File: config.mk
export PLATFORM = sky130hd
export DESIGN_NAME = stt_finish
export DESIGN_NICKNAME = d
export VERILOG_FILES = /design/src/stt_pkg.sv /design/src/stt_finish.sv
export SDC_FILE = /design/constraint.sdc
export NUM_CORES = 1
export LEC_CHECK = 0
export ABC_AREA = 1
export BUFFER_PORTS_ARGS = -buffer_cell sky130_fd_sc_hd__buf_2
export CORE_ASPECT_RATIO = 0.5
export CORE_MARGIN = 2
export CORE_UTILIZATION = 43
export CTS_BUF_LIST = sky130_fd_sc_hd__clkbuf_16
export DETAILED_ROUTE_END_ITERATION = 12
export PLACE_DENSITY_LB_ADDON = 0.15
export SETUP_SLACK_MARGIN = 0.15
export SYNTH_ARGS = -nofsm -noshare
export SYNTH_HDL_FRONTEND = slang
export SYNTH_SLANG_ARGS = --single-unit
File: constraint.sdc
create_clock -name clk -period 0.8 [get_ports clk]
set_input_delay 0.24 -clock clk [delete_from_list [all_inputs] [get_ports clk]]
set_output_delay 0.24 -clock clk [all_outputs]
set_load 0.01 [all_outputs]
File: src/stt_pkg.sv
// package: payload types, cell data type and constants for step_toward_target
`timescale 1ns / 1ps
package stt_pkg;

	localparam int COORD_BITS = 16;
	localparam int SPEED_BITS = 16;
	localparam int CORDIC_STAGES_DEF = 16;
	localparam int FRAC_BITS = 16;
	localparam logic [15:0] INV_GAIN_Q16 = 16'd39797;

	// vectoring word: |d| * 2^16, gain of about 1.65 and the y swing fit easily
	localparam int VW = COORD_BITS + FRAC_BITS + 3;
	// rebuild word: speed * (1/K) in Q8.16 stays below 2^24, gain K below 2^25
	localparam int UW = 27;
	// width of the coordinate sum before saturation
	localparam int SW = COORD_BITS + UW;
	// width of the arrival compare
	localparam int CW = COORD_BITS + FRAC_BITS + 1;

	typedef struct packed {
		logic signed [COORD_BITS-1:0] pos_x;
		logic signed [COORD_BITS-1:0] pos_y;
		logic signed [COORD_BITS-1:0] target_x;
		logic signed [COORD_BITS-1:0] target_y;
		logic        [SPEED_BITS-1:0] step_speed;
	} cmd_t;

	typedef struct packed {
		logic signed [COORD_BITS-1:0] new_x;
		logic signed [COORD_BITS-1:0] new_y;
		logic                         arrived;
	} res_t;

	typedef struct packed {
		logic                         valid;
		logic signed [VW-1:0]         x;
		logic signed [VW-1:0]         y;
		logic signed [UW-1:0]         u;
		logic signed [UW-1:0]         v;
		logic signed [COORD_BITS-1:0] pos_x;
		logic signed [COORD_BITS-1:0] pos_y;
		logic signed [COORD_BITS-1:0] target_x;
		logic signed [COORD_BITS-1:0] target_y;
		logic        [COORD_BITS-1:0] abs_dx;
		logic        [COORD_BITS-1:0] abs_dy;
		logic                         flip;
		logic                         coincide;
	} cell_t;

endpackage

File: src/stt_finish.sv
// last cell: unflip, arrival test, floored step, saturation, result register
`timescale 1ns / 1ps
module stt_finish (
	input  logic           clk,
	input  logic           arst_n,
	input  stt_pkg::cell_t d,
	output logic           done,
	output stt_pkg::res_t  res
);
	import stt_pkg::*;

	logic signed [UW-1:0] su, sv;
	logic        [UW-1:0] mag_u, mag_v;
	logic        [CW-1:0] need_x, need_y, have_x, have_y;
	logic signed [SW-1:0] sum_x, sum_y;
	logic signed [COORD_BITS-1:0] sat_x, sat_y;
	logic                 snap;
	res_t                 nxt;
	logic                 done_q;
	res_t                 res_q;

	function automatic logic signed [COORD_BITS-1:0] sat_coord(input logic signed [SW-1:0] s);
		logic ovf;
		ovf = (s[SW-1:COORD_BITS-1] != {(SW-COORD_BITS+1){1'b0}})
			&& (s[SW-1:COORD_BITS-1] != {(SW-COORD_BITS+1){1'b1}});
		if (ovf) begin
			sat_coord = s[SW-1] ? {1'b1, {(COORD_BITS-1){1'b0}}} : {1'b0, {(COORD_BITS-1){1'b1}}};
		end else begin
			sat_coord = s[COORD_BITS-1:0];
		end
	endfunction

	always_comb begin
		su = d.flip ? -d.u : d.u;
		sv = d.flip ? -d.v : d.v;
		// magnitude is the same before and after the unflip
		mag_u = d.u[UW-1] ? UW'(-d.u) : UW'(d.u);
		mag_v = d.v[UW-1] ? UW'(-d.v) : UW'(d.v);
		need_x = CW'({d.abs_dx, {FRAC_BITS{1'b0}}});
		need_y = CW'({d.abs_dy, {FRAC_BITS{1'b0}}});
		have_x = CW'(mag_u);
		have_y = CW'(mag_v);
		snap = d.coincide || ((need_x <= have_x) && (need_y <= have_y));
		// floor of Q8.16 to whole pixels is one arithmetic shift
		sum_x = SW'(d.pos_x) + SW'(su >>> FRAC_BITS);
		sum_y = SW'(d.pos_y) + SW'(sv >>> FRAC_BITS);
		sat_x = sat_coord(sum_x);
		sat_y = sat_coord(sum_y);
		if (snap) begin
			nxt.new_x   = d.target_x;
			nxt.new_y   = d.target_y;
			nxt.arrived = 1'b1;
		end else begin
			nxt.new_x   = sat_x;
			nxt.new_y   = sat_y;
			nxt.arrived = 1'b0;
		end
	end

	always_ff @(posedge clk or negedge arst_n) begin
		if (!arst_n) begin
			done_q <= 1'b0;
		end else begin
			done_q <= d.valid;
		end
	end

	always_ff @(posedge clk) begin
		res_q <= nxt;
	end

	assign done = done_q;
	assign res  = res_q;

endmodule

==> impl_metrics.yaml <==
outcome:
  status: "finished, violations left"
  violations: "setup timing"
routing:
  viasPerCell: 4.92
  wirelength_mm: 18.8
  firstDrtPassIters: 6
  drtIter0Drc: 369
  vias: 7166
  route.detailed.drc: 0
  avgRoutedWirePerCell_um: 12.9
  drtAntennaViolNets: 0
clocking:
  clockRootBuffer: "clkbuf_16"
  cts_tree: "done"
  htreeDepth: 2
  cts.sinks: 34
  cts-buffers-inserted: 5
  clk_path_buf_depth: 2
  path_clk_slew_ns: 0.05
synth:
  synth-async-reset-ratio: 0.0294
  synth_flop_cell: "dfxtp_1"
  ys_seq_elements: 34
  yosys_warnings: 0
  synth_edf_count: 0
  synth.distinct_cells: 42
  avgSynthCellArea_um2: 5.76
  netlist_area_um2: 5110
  ys_seq_area_frac: 0.134
  syn-instance-count: 888
  synth_nets: 1174
layout:
  nFillCells: 961
  utilization: 0.751
  fin_area_um2: 8780
  layout-drive-gt1-share: 0.440
  nNetsFinal: 1575
  final_cells: 1456
  area_growth_pct: 71.8
sta:
  finalSetupTns_ns: -95.52
  rsz0062_at_grt: "true"
  finalSetupViolations: 67
  hold_viol_final: 0
  period_needed_ns: 3.77
  slew_viol_final: 0
  worst_slew_pin_slew_ns: 0.462
  fin_crit_sh: 4.71
  slew_headroom: 0.691
  fmax_mhz: 265
  finalWorstSetupSlack_ns: -2.97
placed_design:
  dp_hpwl_mm: 14.6
  portBuffers: 188
  gp_congestion: 0.941
  dp.cells: 1417
  post_dp_cell_area_um2: 7790
die:
  boundaryPins: 259
  core-area_um2: 11700
  row_count: 28
  dieArea_um2: 12800
  die_h_um: 81.1
  initial_core_util: 0.437
  die_w_um: 158
global_route:
  grt_overflow: 0
  grt_pass1_vias: 6533
  grt_first_pass_wirelength_mm: 28.3
  antenna_found_initial: 1
  grt_max_degree: 34
  grt.total_usage: 0.271
min_path:
  hold_path.class: "in2reg"
power_and_ir_drop:
  p_leak_nw: 4.85
  vdd_drop_max_mv: 0.973
  powerDensity_nw_per_um2: 1280
  power_mw: 11.2
setup_path:
  endpoint_kind: "flip-flop"
  cp_max_fo: 5
  slowest_delay_ns: 0.30
  cp_data_arrival_time_ns: 3.93
  cp_slowest_cell: "ha_1"
  cp.required_ns: 0.97
  start_kind: "primary input"
  critPathKind: "in2reg"
job:
  cap_violations: 0
-- cell usage after synthesis (7+ instances only) --
cell	instances	area share
inv_1	78	0.057
nand4_1	10	0.012
nor3_1	11	0.011
dfxtp_1	33	0.13
xnor2_1	10	0.017
o21bai_1	7	0.010
ha_1	59	0.14
or2_2	10	0.012
nor2_1	77	0.057
nand2_2	13	0.016
xor2_1	11	0.019
a21oi_1	48	0.047
nand3_1	92	0.090
clkbuf_1	10	0.0073
o21ai_0	58	0.057
nand2_1	304	0.22
-- kinds of logic (layout without fill, tap and decap cells) --
group	Yosys count	in the layout	synth area share
AO/OA/AOI/OAI	128	128	0.135
XOR/XNOR	21	21	0.0360
adder cells (fa/ha/maj)	61	61	0.152
buffers and inverters	106	506	0.0869
flip-flops	34	34	0.134
multiplexers	1	1	0.00196
other	0	1	0
AND/OR/NAND/NOR	537	539	0.453
-- power by group --
group / internal, mW / total [mW] / switching [mW]
sequential: 2.09 / 2.22 / 0.130
combinational: 3.51 / 7.16 / 3.65
clock: 1.13 / 1.82 / 0.682
-- routing by layer --
| metal | global-route usage | share of wire | vias to the layer above | wire [um] |
|---|---|---|---|---|
| li1 | - | - | 3729 | - |
| met2 | 0.503 | 0.48 | 224 | 9060 |
| met4 | 0.0613 | 0.017 | 0 | 320 |
| met5 | 0 | 0 | - | 0 |
| met1 | 0.328 | 0.43 | 3180 | 8140 |
| met3 | 0.0491 | 0.069 | 33 | 1290 |
-- final timing paths --
kind                       cells after the start       to  slack, ns   start
max in group asynchronous                      2     done       0.44  arst_n
min in group asynchronous                      2     done       0.27  arst_n
max                                           31  res[13]      -2.97   d[98]
min                                            1     done       0.07  d[222]
-- critical path: cells and delay by family --
family / cells / cell delay (ns)
fa+ha+maj: 4 / 0.92
simple gates: 18 / 1.78
compound gates: 2 / 0.31
buf+inv: 7 / 0.67
-- what timing repair did --
action,CTS,global route
pin swaps,33,47
buffers inserted,14,9
gates cloned,3,3
endpoints found under the hold margin,1,0
setup endpoints to repair,67,67
hold buffers,1,0
gates resized for setup,49,94
-- registers in the layout, indices dropped and copies added (netlist names) --
name,cells
res,33
done,1
-- final cells by class --
cell class                 instances  area (um^2)  area share
inverter                          84          324      0.0369
antenna                            1         2.50    0.000285
sequential                        34          704      0.0802
clock inverter                     3         16.3     0.00185
clock buffer                       5          125      0.0142
multi-input combinational        750         4520       0.514
tap                              165          206      0.0235
timing repair buffer             413         2880       0.328
timing repair inverter             1         8.76    0.000997
-- stage by stage --
step           hold slack, ns  worst slack (ns)
5_1_grt                0.0706             -3.24
3_3_place_gp           0.0157             -3.26
2_1_floorplan         -0.0556             -3.16
3_5_place_dp           0.0170             -3.38
4_1_cts                0.0698             -3.00
6_report               0.0708             -2.97
-- cells in the final DEF (no fill, tap or decap), drive strengths merged, types with 5 or more instances in the layout --
cell type,Yosys,routed
nor4,5,5
xor2,11,11
nand3,95,96
ha,59,59
o21ai,62,62
buf,12,410
inv,83,82
a21oi,48,48
nand4,10,10
nand2,319,320
dfxtp,33,33
nor3,11,11
xnor2,10,10
or2,12,12
o21bai,7,7
nor2,79,79
clkbuf,10,7
Note: power is estimated with default switching activity, not from simulation.
