[config.mk]
export PLATFORM = sky130hd
export DESIGN_NAME = stt_cell
export DESIGN_NICKNAME = d
export VERILOG_FILES = /design/src/stt_pkg.sv /design/src/stt_cell.sv
export SDC_FILE = /design/constraint.sdc
export NUM_CORES = 1
export LEC_CHECK = 0
export ABC_CLOCK_PERIOD_IN_PS = 800
export BUFFER_PORTS_ARGS = -buffer_cell sky130_fd_sc_hd__buf_4
export CORE_MARGIN = 4
export CORE_UTILIZATION = 53
export DETAILED_ROUTE_END_ITERATION = 16
export PLACE_DENSITY = 0.82
export SLEW_MARGIN = 20
export SYNTH_ARGS = -nofsm -noshare
export SYNTH_HDL_FRONTEND = slang
export SYNTH_SLANG_ARGS = --single-unit
[constraint.sdc]
create_clock -name clk -period 0.8 [get_ports clk]
set_input_delay 0.08 -clock clk [delete_from_list [all_inputs] [get_ports clk]]
set_output_delay 0.08 -clock clk [all_outputs]
set_load 0.01 [all_outputs]
[src/stt_pkg.sv]
// package: payload types, cell data type and constants for step_toward_target
`timescale 1ns / 1ps
package stt_pkg;

	localparam int COORD_BITS = 16;
	localparam int SPEED_BITS = 16;
	localparam int CORDIC_STAGES_DEF = 16;
	localparam int FRAC_BITS = 16;
	localparam logic [15:0] INV_GAIN_Q16 = 16'd39797;

	// vectoring word: |d| * 2^16, gain of about 1.65 and the y swing fit easily
	localparam int VW = COORD_BITS + FRAC_BITS + 3;
	// rebuild word: speed * (1/K) in Q8.16 stays below 2^24, gain K below 2^25
	localparam int UW = 27;
	// width of the coordinate sum before saturation
	localparam int SW = COORD_BITS + UW;
	// width of the arrival compare
	localparam int CW = COORD_BITS + FRAC_BITS + 1;

	typedef struct packed {
		logic signed [COORD_BITS-1:0] pos_x;
		logic signed [COORD_BITS-1:0] pos_y;
		logic signed [COORD_BITS-1:0] target_x;
		logic signed [COORD_BITS-1:0] target_y;
		logic        [SPEED_BITS-1:0] step_speed;
	} cmd_t;

	typedef struct packed {
		logic signed [COORD_BITS-1:0] new_x;
		logic signed [COORD_BITS-1:0] new_y;
		logic                         arrived;
	} res_t;

	typedef struct packed {
		logic                         valid;
		logic signed [VW-1:0]         x;
		logic signed [VW-1:0]         y;
		logic signed [UW-1:0]         u;
		logic signed [UW-1:0]         v;
		logic signed [COORD_BITS-1:0] pos_x;
		logic signed [COORD_BITS-1:0] pos_y;
		logic signed [COORD_BITS-1:0] target_x;
		logic signed [COORD_BITS-1:0] target_y;
		logic        [COORD_BITS-1:0] abs_dx;
		logic        [COORD_BITS-1:0] abs_dy;
		logic                         flip;
		logic                         coincide;
	} cell_t;

endpackage

[src/stt_cell.sv]
// one cordic cell: vectoring micro-rotation and matching rebuild rotation
`timescale 1ns / 1ps
module stt_cell #(
	parameter int SHIFT = 0
) (
	input  logic          clk,
	input  logic          arst_n,
	input  stt_pkg::cell_t d,
	output stt_pkg::cell_t q
);
	import stt_pkg::*;

	cell_t nxt;
	logic  valid_q;
	cell_t data_q;

	always_comb begin
		nxt = d;
		// direction from the sign of y, shared by both rotations
		if (!d.y[VW-1]) begin
			nxt.x = d.x + (d.y >>> SHIFT);
			nxt.y = d.y - (d.x >>> SHIFT);
			nxt.u = d.u - (d.v >>> SHIFT);
			nxt.v = d.v + (d.u >>> SHIFT);
		end else begin
			nxt.x = d.x - (d.y >>> SHIFT);
			nxt.y = d.y + (d.x >>> SHIFT);
			nxt.u = d.u + (d.v >>> SHIFT);
			nxt.v = d.v - (d.u >>> SHIFT);
		end
	end

	always_ff @(posedge clk or negedge arst_n) begin
		if (!arst_n) begin
			valid_q <= 1'b0;
		end else begin
			valid_q <= d.valid;
		end
	end

	always_ff @(posedge clk) begin
		data_q <= nxt;
	end

	always_comb begin
		q       = data_q;
		q.valid = valid_q;
	end

endmodule

==> results of run 1 <==
==> metrics by stage <==
step | TNS [ns] | area [um2]
detailed placement | -182.13 | 23400
global placement | -172.63 | 23400
floorplan | -121.40 | 15650
==> kinds of logic after synthesis <==
family,after synthesis
adder cells (fa/ha/maj),188
AND/OR/NAND/NOR,411
buffers and inverters,264
multiplexers,23
flip-flops,221
XOR/XNOR,116
AO/OA/AOI/OAI,589
==> impl_metrics.yaml, run 1 <==
synth:
  synth-edff-count: 0
  ys_ff_latch: 221
  synthCells: 1812
  netlist_area_mm2: 0.01495
  synthTopCellsByArea: "dfxtp_1, ha_1, a21oi_1"
  synth_top_cell_area_share: 0.2946
  ys_top_cells_by_count: "dfxtp_1, a21oi_1, ha_1"
  yosys.area_share.simple: 0.1350
  synthMostInstantiatedCell: "dfxtp_1"
  yosysWarnings: 0
  synth_flop_cell: "dfxtp_1"
  ys_seq_area_frac: 0.2963
  synth.distinct_cells: 87
  yosys.area_share.xor_xnor: 0.06796
  synth_top_family_by_area: "compound AO/OA/AOI/OAI gates"
  synth_nets: 2225
  synth-adder-area-share: 0.1603
  synth_largest_area_cell: "dfxtp_1"
  synth-compound-area-share: 0.2556
  synthMuxAreaShare: 0.01540
  avgSynthCellArea_um2: 8.251
  async_flop_share: 0.004525
clocking:
  cts_sinks: 221
  cts-resized-gates: 838
  cts_hold_buf: 106
  clockBufferDepth: 3
  postCtsSetupBuffers: 86
  cts-htree-levels: 1
  cts_buffers: 24
  clockRootBuffer: "clkbuf_16"
status:
  stop_stage: "clock tree synthesis"
  status: "did not finish"
  firstError: "[ERROR DPL-0038] Utilization greater than 100%, impossible to legalize"
place:
  dp_hpwl_mm: 57.51
  dpl_worst_slack_ns: -2.047
  routabilityCongestion: 1.025
  io_buffers: 447
  dp_cells: 3121
die:
  start_util: 0.5381
  ios: 448
  chipWidth_um: 176.0
  rows: 61
  die_h_um: 176.0
==> run 2, diff against run 1 <==
- CORE_UTILIZATION: 53 -> 40
- PLACE_DENSITY: 0.82 -> unset
- PLACE_DENSITY_LB_ADDON: unset -> 0.15
==> run 2 against run 1 <==
The flow now finishes, with violations (hold timing, setup timing). Area after synthesis did not move. Synthesized cell count is the same.
==> impl_metrics.yaml, run 2 <==
sta:
  min_period_ns: 2.232
  slew_headroom: 0.5280
  worst_slack_ns: -1.432
  fin_hold_ws_ns: -0.09588
  max_slew.worst_pin.slew_ns: 0.7027
  drv_slew: 0
  setup-violations-final: 339
  rsz0062_at_grt: "true"
  hold_viol: 4
  fin_crit_sh: 2.790
  max_freq_mhz: 448.0
die:
  ios: 448
  coreArea_mm2: 0.03670
  rows: 70
  dieArea_mm2: 0.04053
  chipWidth_um: 201.3
  start_util: 0.4074
  die_h_um: 201.3
job:
  maxCapViolCount: 0
grt:
  grt_pass1_vias: 19436
  grt_pass1_wl_mm: 110.3
  grt_use_total: 0.3350
  grt_antenna_before_repair: 9
  grt_remaining_overflow: 0
  grt_max_degree: 29
synth:
  avgSynthCellArea_um2: 8.251
  synth-edff-count: 0
  synth_flop_cell: "dfxtp_1"
  ys_seq_area_frac: 0.2963
  synthMostInstantiatedCell: "dfxtp_1"
  async_flop_share: 0.004525
  synth_nets: 2225
  yosysWarnings: 0
  synthCells: 1812
  synth_largest_area_cell: "dfxtp_1"
  netlist_area_mm2: 0.01495
  ys_top_cells_by_count: "dfxtp_1, a21oi_1, ha_1"
  synthTopCellsByArea: "dfxtp_1, ha_1, a21oi_1"
  ys_ff_latch: 221
  synth.distinct_cells: 87
  synth_top_cell_area_share: 0.2946
drt:
  drt_wl_total_mm: 76.07
  drc: 0
  routedWlPerCell_um: 21.92
  first_iter_violations: 1501
  num_vias: 19008
  antenna_left: 0
  dr.pass1.iters: 6
  viasPerCell: 5.476
finish:
  final_cell_mix: "buf_4, buf_6, dfxtp_2"
  drive_gt1_frac: 0.5871
  largest_reg_flops: 220
  area_growth_pct: 98.35
  final_net_count: 3388
  layout_commonest_cell: "buf_4"
clocking:
  cts_hold_buf: 107
  cts_tree: "yes"
  clkTransAtPathRegs_ns: 0.06
  cts_buffers: 27
  clockBufferDepth: 3
  cts_sinks: 221
  clockRootBuffer: "clkbuf_16"
  cts-htree-levels: 1
place:
  dp_hpwl_mm: 51.39
  routabilityCongestion: 0.9650
  io_buffers: 447
  dpl_worst_slack_ns: -1.975
pwr:
  power_density_mw_per_mm2: 1686
  power_frac_seq: 0.286
  clkPwrFrac: 0.256
  leakagePower_nw: 13.82
  switching_share: 0.3496
  internal_power_mw: 32.52
  p_sw_mw: 17.48
  ir_drop_mv: 1.835
  combPwrFrac: 0.457
critical_path:
  crit_fanout: 4
  start_kind: "input port"
  critical_path_arrival_ns: 2.71
  critPathCaptureType: "register"
  crit_required_ns: 1.28
  crit_type: "in2reg"
min_path:
  hp-class: "in2reg"
  hold_depth: 3
status:
  status: "complete, but fails checks"
  violations: "hold timing, setup timing"
run 2: cell counts after synthesis:
Identical to the previous run, type by type.
run 2: power groups by stage:
stage / Clock, mW / Combinational (mW) / Sequential (mW)
final: 12.8 / 22.9 / 14.3
after global routing: 13.3 / 24.0 / 14.4
after CTS: 12.7 / 20.8 / 14.2
after detailed placement: 0 / 17.5 / 13.7
after global placement: 0 / 17.4 / 13.7
after floorplan: 0 / 7.14 / 14.4
run 2: per-layer routing:
layer | part of all wire | vias to the layer above | GRT usage
met5 | 0.00045 | - | 0
met4 | 0.066 | 4 | 0.1548
met2 | 0.50 | 988 | 0.6102
li1 | - | 8687 | -
met1 | 0.36 | 9035 | 0.3787
met3 | 0.070 | 294 | 0.06108
run 2: worst max-delay path, cell delays in order:
cell	delay, ns
buf_4	0.15
ha_4	0.28
nor2b_2	0.06
o311a_4	0.38
o311a_4	0.40
or2_4	0.26
or3_4	0.38
buf_6	0.14
a211oi_4	0.24
mux2i_1	0.13
xnor2_1	0.20
run 2: cell type report:
cell class	instances	area, um2
repair buffers	1218	10770
fillers	2207	7043
clock buffers	38	777.0
flip-flops and latches	221	4722
well taps	468	585.6
clock inverters	12	135.1
inverters	180	726.9
multi-input cells	1327	11920
diodes	7	17.52
run 2: logic make-up (layout without fill, tap and decap cells):
| kind of cell | Yosys count | count (layout) | synth area share |
|---|---|---|---|
| muxes | 23 | 23 | 0.01540 |
| AOI/OAI and AO/OA | 589 | 589 | 0.2556 |
| and+or+nand+nor | 411 | 411 | 0.1350 |
| DFF | 221 | 221 | 0.2963 |
| buffers and inverters | 264 | 1448 | 0.06946 |
| xor gates and xnor gates | 116 | 116 | 0.06796 |
| adders and majority gates | 188 | 188 | 0.1603 |
| other | 0 | 7 | 0 |
run 2: what timing repair did:
action	CTS	global route
endpoints found under the setup margin	335	340
gates resized for setup	708	252
hold endpoints to repair	118	3
buffers inserted	59	54
pin swaps	159	151
run 2: through the flow:
| step | power [mW] | util | setup TNS (ns) | cell area [um2] | instances |
|---|---|---|---|---|---|
| finish | 50.00 | 0.8081 | -178.00 | 29650 | 3471 |
| global route | 51.81 | 0.8080 | -188.23 | 29650 | 3470 |
| CTS | 47.72 | 0.7743 | -165.94 | 28420 | 3431 |
| detailed placement | 31.27 | 0.6447 | -175.98 | 23660 | 3229 |
| global placement | 31.11 | 0.6447 | -172.53 | 23660 | 3229 |
| floorplan | 21.51 | - | -121.40 | 15650 | 1812 |
run 2: final timing paths:
| path | start | endpoint | slack (ns) |
|---|---|---|---|
| setup / recovery | d[188] | q[163] | -1.43 |
| hold / removal | d[99] | q[126] | -0.1 |
| max in group asynchronous | arst_n | valid_q | 0.35 |
| min in group asynchronous | arst_n | valid_q | 0.35 |
Power figures use the tool's default switching activity.
==> run 3, diff against run 2 <==
- SETUP_SLACK_MARGIN: unset -> 0.15
==> run 3 against run 2 <==
The flow still finishes with violations (hold timing, setup timing). First-iteration DRC count down 2.3%. Wire length rose by 0.27%. Worst hold slack worse by 0.036 ns. Setup slack worse by 0.11 ns. Cell area down 0.23%. Global-route usage decreased by 1.6 points. Count of clock-buffer cells in the layout did not move. Final cell count rose by 0.52%. Utilization decreased by 0.19 points. Via count grew 0.25%. Sequential power is essentially flat. Die area unchanged.
==> impl_metrics.yaml, run 3 (same netlist as run 2, synthesis figures left out) <==
critical_path:
  crit_required_ns: 1.28
  critPathMaxStageDelay_ns: 0.39
  crit_type: "in2reg"
  path_common_cell: "o311a_4"
  critical_path_arrival_ns: 2.82
  cpMaxStageDelayCell: "o311a_4"
  crit_fanout: 4
  crit_chain: "buf_4 > ha_4 > nor2b_2 > o311a_4 > o311a_4 > buf_6 > or2_4 > or3_4 > a21boi_4 > o31ai_2 > a21oi_1 > xor2_1"
  critPathCaptureType: "register"
  start_kind: "input port"
  cp_num_buf_inv: 2
  critPathTopFamily: "compound AO/OA/AOI/OAI gates"
place:
  routabilityCongestion: 0.9650
  io_buffers: 447
  dp_hpwl_mm: 51.39
  dpl_worst_slack_ns: -1.975
die:
  chipWidth_um: 201.3
  rows: 70
  die_h_um: 201.3
  start_util: 0.4074
  ios: 448
  dieArea_mm2: 0.04053
  coreArea_mm2: 0.03670
finish:
  final_cell_mix: "buf_4, buf_6, dfxtp_2"
  layout_commonest_cell: "buf_4"
  seq_area_mm2: 0.004720
  area_growth_pct: 97.89
  final_net_count: 3406
  multiInputGateArea_mm2: 0.01173
  largest_reg_flops: 220
  fillCellCount: 2249
  drive_gt1_frac: 0.5806
  final_util: 0.8062
sta:
  tns_ns: -186.12
  slew_headroom: 0.4216
  fin_crit_sh: 2.927
  hold_viol: 13
  min_period_ns: 2.342
  setup-violations-final: 339
  max_freq_mhz: 427.0
  fin_hold_ws_ns: -0.1315
  drv_slew: 0
  rsz0062_at_grt: "true"
  worst_slack_ns: -1.542
  max_slew.worst_pin.slew_ns: 0.8602
pwr:
  leakagePower_nw: 13.87
  ir_drop_mv: 1.871
  p_total_mw: 49.91
  power_density_mw_per_mm2: 1687
clocking:
  cts_buffers: 27
  cts_hold_buf: 103
  clockRootBuffer: "clkbuf_16"
  clkTransAtPathRegs_ns: 0.06
  cts_sinks: 221
  cts-htree-levels: 1
  clockBufferDepth: 3
  cts_tree: "yes"
min_path:
  hp-class: "in2reg"
grt:
  grt_pass1_vias: 18905
  grt_remaining_overflow: 0
  grt_pass1_wl_mm: 105.4
  grt_antenna_before_repair: 9
  grt_use_total: 0.3186
  grt_max_degree: 29
drt:
  drc: 0
  viasPerCell: 5.462
  antenna_left: 0
  drt_wl_total_mm: 76.28
  num_vias: 19056
  routedWlPerCell_um: 21.86
  first_iter_violations: 1466
  dr.pass1.iters: 8
status:
  status: "complete, but fails checks"
  violations: "hold timing, setup timing"
job:
  maxCapViolCount: 0
[run 3: layout make-up]
class	count	share of cell area
multi-input cells	1327	0.3964
clock buffers	38	0.02626
flip-flops and latches	221	0.1595
inverters	180	0.02449
well taps	468	0.01979
diodes	7	0.0005921
clock inverters	12	0.004567
repair buffers	1236	0.3684
[run 3: path summary, 6_finish.rpt]
path                       endpoint    from  cells after the start  slack, ns
max                          q[169]  d[188]                     12      -1.54
min                          q[124]  d[124]                      3      -0.13
max in group asynchronous   valid_q  arst_n                      3       0.30
min in group asynchronous   valid_q  arst_n                      3       0.38
[run 3: timing repair]
| action | 4_1_cts | 5_1_grt |
|---|---|---|
| pin swaps | 140 | 135 |
| buffers inserted | 56 | 45 |
| hold endpoints to repair | 118 | 10 |
| setup endpoints to repair | 339 | 344 |
| gates resized for setup | 328 | 581 |
[run 3: worst min-delay path, delay by kind of cell]
| kind | cells | cell delay, ns |
|---|---|---|
| xor gates and xnor gates | 2 | 0.24 |
| buffers and inverters | 1 | 0.08 |
[run 3: layer usage]
metal	track usage	up-vias	routed length, um
met5	0	-	47
met4	0.1279	6	4574
met3	0.05882	292	5529
met2	0.5767	995	38140
met1	0.3708	9051	27990
li1	-	8712	-
[run 3: power by group]
group / switching [mW] / leakage [nW] / internal (mW)
registers: 1.16 / 1.87 / 13.2
logic: 10.7 / 11.6 / 12.1
clock network: 5.59 / 0.440 / 7.21
total: 17.4 / 13.9 / 32.5
[run 3: metrics by stage]
stage               cell area [um2]  std cells
floorplan                     15650       1812
finish                        29590       3489
CTS                           27370       3438
detailed placement            23660       3229
global route                  29580       3487
global placement              23660       3229
